$ cat src/rtl/core/swrc_fifo.sv
// small first-in first-out queue of flat words
`timescale 1ns / 1ps

module swrc_fifo #(
    parameter int WIDTH = 8,
    parameter int DEPTH = 2
) (
    input  logic             i_clk,
    input  logic             i_rst_n,
    input  logic             i_push,
    input  logic [WIDTH-1:0] i_data,
    output logic             o_full,
    input  logic             i_pop,
    output logic [WIDTH-1:0] o_data,
    output logic             o_empty
);

    localparam int PW = (DEPTH > 1) ? $clog2(DEPTH) : 1;

    logic [WIDTH-1:0] r_mem [DEPTH];
    logic [PW-1:0]    r_wr_ptr, n_wr_ptr;
    logic [PW-1:0]    r_rd_ptr, n_rd_ptr;
    logic [PW:0]      r_count, n_count;
    logic             push_ok, pop_ok;

    assign o_full  = (r_count == (PW+1)'(DEPTH));
    assign o_empty = (r_count == '0);
    assign o_data  = r_mem[r_rd_ptr];
    assign push_ok = i_push && !o_full;
    assign pop_ok  = i_pop && !o_empty;

    always_comb begin
        n_wr_ptr = r_wr_ptr;
        n_rd_ptr = r_rd_ptr;
        n_count  = r_count;
        if (push_ok) begin
            n_wr_ptr = (r_wr_ptr == PW'(DEPTH - 1)) ? '0 : r_wr_ptr + 1'b1;
        end
        if (pop_ok) begin
            n_rd_ptr = (r_rd_ptr == PW'(DEPTH - 1)) ? '0 : r_rd_ptr + 1'b1;
        end
        if (push_ok && !pop_ok) begin
            n_count = r_count + 1'b1;
        end else if (pop_ok && !push_ok) begin
            n_count = r_count - 1'b1;
        end
    end

    always_ff @(posedge i_clk) begin
        if (!i_rst_n) begin
            r_wr_ptr <= '0;
            r_rd_ptr <= '0;
            r_count  <= '0;
        end else begin
            r_wr_ptr <= n_wr_ptr;
            r_rd_ptr <= n_rd_ptr;
            r_count  <= n_count;
        end
    end

    always_ff @(posedge i_clk) begin
        if (push_ok) begin
            r_mem[r_wr_ptr] <= i_data;
        end
    end

endmodule

$ cat config.mk
export PLATFORM = sky130hd
export DESIGN_NAME = swrc_fifo
export DESIGN_NICKNAME = d
export VERILOG_FILES = /design/src/rtl/core/swrc_fifo.sv
export SDC_FILE = /design/constraint.sdc
export NUM_CORES = 1
export LEC_CHECK = 0
export BUFFER_PORTS_ARGS = -buffer_cell sky130_fd_sc_hd__buf_2
export CAP_MARGIN = 5
export CORE_MARGIN = 2
export CORE_UTILIZATION = 49
export CTS_CLUSTER_SIZE = 25
export DETAILED_ROUTE_END_ITERATION = 10
export PLACE_DENSITY = 0.72
export SYNTH_ARGS = -nofsm -noshare
export SYNTH_HDL_FRONTEND = slang
export SYNTH_SLANG_ARGS = --single-unit
export TNS_END_PERCENT = 20
$ cat constraint.sdc
create_clock -name i_clk -period 1.7 [get_ports i_clk]
set_input_delay 0 -clock i_clk [delete_from_list [all_inputs] [get_ports i_clk]]
set_output_delay 0 -clock i_clk [all_outputs]
set_load 0.02 [all_outputs]
-- Word-level counts from Yosys, hierarchy flattened
Memories as Yosys holds them, arrays and structs flattened. A register that Yosys moved wholly into a read port is not among the register bits.
Index checks and enable logic that the tools add are counted.
- flip-flop bits (word level): 4
- memories: 1
- word-level logic and storage cells: 27
- RAM bits: 16
- input port bits: 12
- reduce and logical (&&, ||, !) cells: 10
- equal/unequal tests: 1
- add/subtract/negate cells: 4
- mux-type cells: 8
- memories (name ; depth ; bits a word ; read ports ; clocked after Yosys merged registers in ; wr ports ; RTL line ; RTL):
    r_mem ; 2 ; 8 ; 1 ; 1 ; 1 ; 20 ; logic [WIDTH-1:0] r_mem [DEPTH];
- operators with widths (kind ; number):
    2-to-1 mux 1 bit ; 6
    logical AND 1 bit ; 4
    zero test 1 bit ; 4
    2-to-1 mux 2 bit ; 2
    adder 1 bit, second input constant ; 2
    adder 2 x 1 -> 2 bit, second input constant ; 1
    equality test 2 bit, second input constant ; 1
    zero test 2 bit ; 1
    nonzero test 2 bit ; 1
    subtractor 2 x 1 -> 2 bit, second input constant ; 1

-- Longest topological paths before layout
- depth in word-level cells: 7
- mapped depth: 7

-- Worst setup path after synthesis
Ideal clock, no wire load.
- kind: reg2reg
- start: register r_count[0]
- end: register r_count[1]
- buffers on the path: 0
- period minus slack after synthesis: 1.514 ns
- cell stages (with the launch flop): 7
- path slack: 0.186 ns
- data arrival time: 1.444 ns
- cell sequence: dfxtp_1 > nand2b_1 > inv_2 > nor2_1 > ha_1 > or3_1 > a21boi_1
- cells in the longest elaborated chain, start to end: 6
- elaborated cells on any way between the ends: 15
- RTL lines (what ; RTL line ; RTL):
    start, declared ; 23 ; logic [PW:0] r_count, n_count;
    start signal, assigned ; 57 ; r_count <= n_count;
    equality test 2 bit * ; 26 ; assign o_full = (r_count == (PW+1)'(DEPTH));
    via o_full ; 12 ; output logic o_full,
    zero test 1 bit * ; 29 ; assign push_ok = i_push && !o_full;
    logical AND 1 bit * ; 29 ;
    zero test 1 bit ; 44 ; end else if (pop_ok && !push_ok) begin
    logical AND 1 bit ; 44 ;
    nonzero test 2 bit (no line) ; -- ;
Mark *: on every way through the listed nets, which the timed path passes. The rest lies on a longest branch. The select of a mux whose other input is x is not followed.
A chain may end at the register's enable or synchronous reset.

-- Final worst setup path
- start: register r_count[0]
- end: register r_count[1]
- cells in the longest elaborated chain, start to end: 6
- elaborated cells on any way between the ends: 15
- RTL lines (what ; RTL line):
    equality test 2 bit or zero test 2 bit (tied branches) ; 26, 27
    zero test 1 bit (on tied branches) ; 29, 30
    logical AND 1 bit (on tied branches) ; 29, 30
    zero test 1 bit (on tied branches) ; 44, 42
    logical AND 1 bit (on tied branches) ; 44, 42
    nonzero test 2 bit (no line) or 2-to-1 mux 2 bit (tied branches) ; --
Parallel ways exist; a longest one is shown, timed or not. The select of a mux whose other input is x is not followed.

==> results_dict.tcl <==
set metrics [dict create \
    syn-instance-count 50 \
    synth_seq_area_share 0.717 \
    clockBufferDepth 2 \
    drive_above_1_share 0.424 \
    cts_sinks 21 \
    yosysWarningCount 0 \
    synth_seq_cells 21 \
    p_leak_uw 0.000427 \
    fin_nets 99 \
    cts_resized 0 \
    synth.area.mux_share 0.111 \
    postPlaceCellArea_um2 945 \
    io_buffers 21 \
    tns_ns 0 \
    setup_violations 0 \
    die_x_um 44.6 \
    antenna_found_initial 0 \
    fin_area_mm2 0.00106 \
    timing.final.crit_share 0.930 \
    synth_top_family_by_area "multiplexers" \
    area_growth_pct 31.1 \
    path_clk_slew_ns 0.11 \
    avgSynthCellArea_um2 16.2 \
    routedWlPerCell_um 12.1 \
    clock_skew_ns 0.00289 \
    ff2ff_setup_slack_ns 0.12 \
    ir_drop_v 0.000888 \
    die_h_um 44.6 \
    synth-simple-area-share 0.0680 \
    grt_remaining_overflow 0 \
    rsz0062_at_grt "no" \
    relSlewSlack 0.744 \
    yosys.area_share.xor_xnor 0.0325 \
    cts_tree "done" \
    route.detailed.drc 0 \
    wirelength_um 1220 \
    die_area_mm2 0.00199 \
    fin_crit_ns 1.58 \
    layout.cells.most_common "buf_2" \
    ant_nets 0 \
    cts_root_buf "clkbuf_4" \
    layout_common_cells "buf_2 (21), edfxtp_1 (16), dlygate4sd3_1 (9)" \
    maxCapViolations 0 \
    synth.net_count 63 \
    grt_pass1_vias 475 \
    via_per_inst 4.88 \
    track_usage 0.141 \
    syn_area_um2 810 \
    nFillCells 111 \
    first_pass_iters 3 \
    first_iter_violations 11 \
    h-tree-depth 1 \
    vias 493 \
    cp_num_buf_inv 1 \
    n_antenna_cell 0 \
    holdWs_ns 0.0640 \
    grt_pass1_wl_um 1850 \
    insertion_delay_ns 0.30 \
    core_area_mm2 0.00152 \
    max_freq_mhz 633 \
    drv_slew 0 \
    critical-path-max-stage-delay_ns 0.44 \
    r2r_start "r_count[0]" \
    crit_required_ns 1.94 \
    cts_buffers 3 \
    p_per_area_mw_per_mm2 1390 \
    status "finished, final reports clean" \
    grt_max_degree 12 \
    hold_path.class "primary input to flip-flop" \
    start_util 0.531 \
    rows 14 \
    post_cts_buffers 0 \
    synth.distinct_cells 20 \
    hold_buffers 9 \
    critPathLaunchType "flip-flop" \
    synth-compound-area-share 0.0402 \
    gp_congestion 0.643 \
    worstMarginPinSlew_ns 0.384 \
    io_pins 22 \
    dp_hpwl_um 856 \
    hold_start "i_push" \
    endpoint_kind "flip-flop" \
    crit_type "flip-flop to flip-flop" \
    hold_viol 0 \
    cp_cell_sequence "nand2b_1 > inv_2 > nor2_1 > ha_1 > or3_1 > a21boi_1" \
    startpoint "r_count[0]" \
    worstPathArrival_ns 1.82 \
    slowest_stage "dfxtp_1" \
    synthAdderAreaFrac 0.0155 \
    cpLargestDelayFamily "simple AND/OR/NAND/NOR gates" \
    critPathMaxFanout 5 \
]
-- flip-flops by register name (all words and copies together) (netlist names), named ones only --
register / count
r_mem: 16
r_count: 2
r_rd_ptr: 1
r_wr_ptr: 1
-- cell usage after synthesis --
library cell  number  area (um^2)
inv_2              1         3.75
buf_2              1         5.00
xor2_1             1         8.76
o21ai_0            1         5.00
and3_1             1         6.26
mux2_2             8         90.1
nor2_1             2         7.51
inv_1              1         3.75
o21a_1             1         7.51
a21boi_0           1         7.51
a21boi_1           1         7.51
nor3_2             1         10.0
o21ai_1            1         5.00
edfxtp_1          16          480
ha_1               1         12.5
nand2b_1           1         6.26
xnor2_1            2         17.5
and2_1             3         18.8
or3_1              1         6.26
dfxtp_1            5          100
-- layer usage --
layer | global-route usage | wire length, um | up-vias
met5 | 0 | 0 | -
met4 | 0.109 | 32 | 0
met2 | 0.249 | 606 | 12
li1 | - | - | 254
met3 | 0.0367 | 54 | 4
met1 | 0.136 | 527 | 223
-- through the flow --
stage          setup slack [ns]   util  instances  total power, uW
2_1_floorplan             0.186      -         50             1090
3_3_place_gp              0.215  0.620         88             1240
3_5_place_dp              0.131  0.620         88             1250
4_1_cts                   0.121  0.696        101             1500
5_1_grt                 0.00528  0.696        101             1560
6_report                  0.120  0.696        101             1480
-- path summary, 6_finish.rpt --
path                      to  depth (start not counted)
setup / recovery  r_count[1]                          6
hold / removal      r_wr_ptr                          3
setup reg to reg  r_count[1]                          6
hold reg to reg   r_count[1]                          2
-- cell families after synthesis --
kind of cell             count (synthesis)
AO/OA/AOI/OAI                            5
buffers and inverters                    3
adder cells (fa/ha/maj)                  1
XOR/XNOR                                 3
flip-flops                              21
multiplexers                             8
AND/OR/NAND/NOR                          9
-- tightest hold or removal path, stage by stage --
cell,delay [ns]
buf_2,0.09
a21boi_0,0.07
o21a_1,0.16
-- where the power goes --
group / total (uW) / internal, uW / switching, uW
clock: 229 / 91.4 / 138
sequential: 725 / 655 / 70.7
combinational: 524 / 252 / 272
total: 1480 / 998 / 481
-- area by class of cell --
type                            count  area [um^2]  area share
Inverter                            2         7.51     0.00708
Multi-Input combinational cell     26          216       0.204
Tap cell                           16         20.0      0.0189
Timing Repair Buffer               32          210       0.198
Sequential cell                    21          581       0.547
Clock buffer                        4         26.3      0.0248
Power figures use the tool's default switching activity.
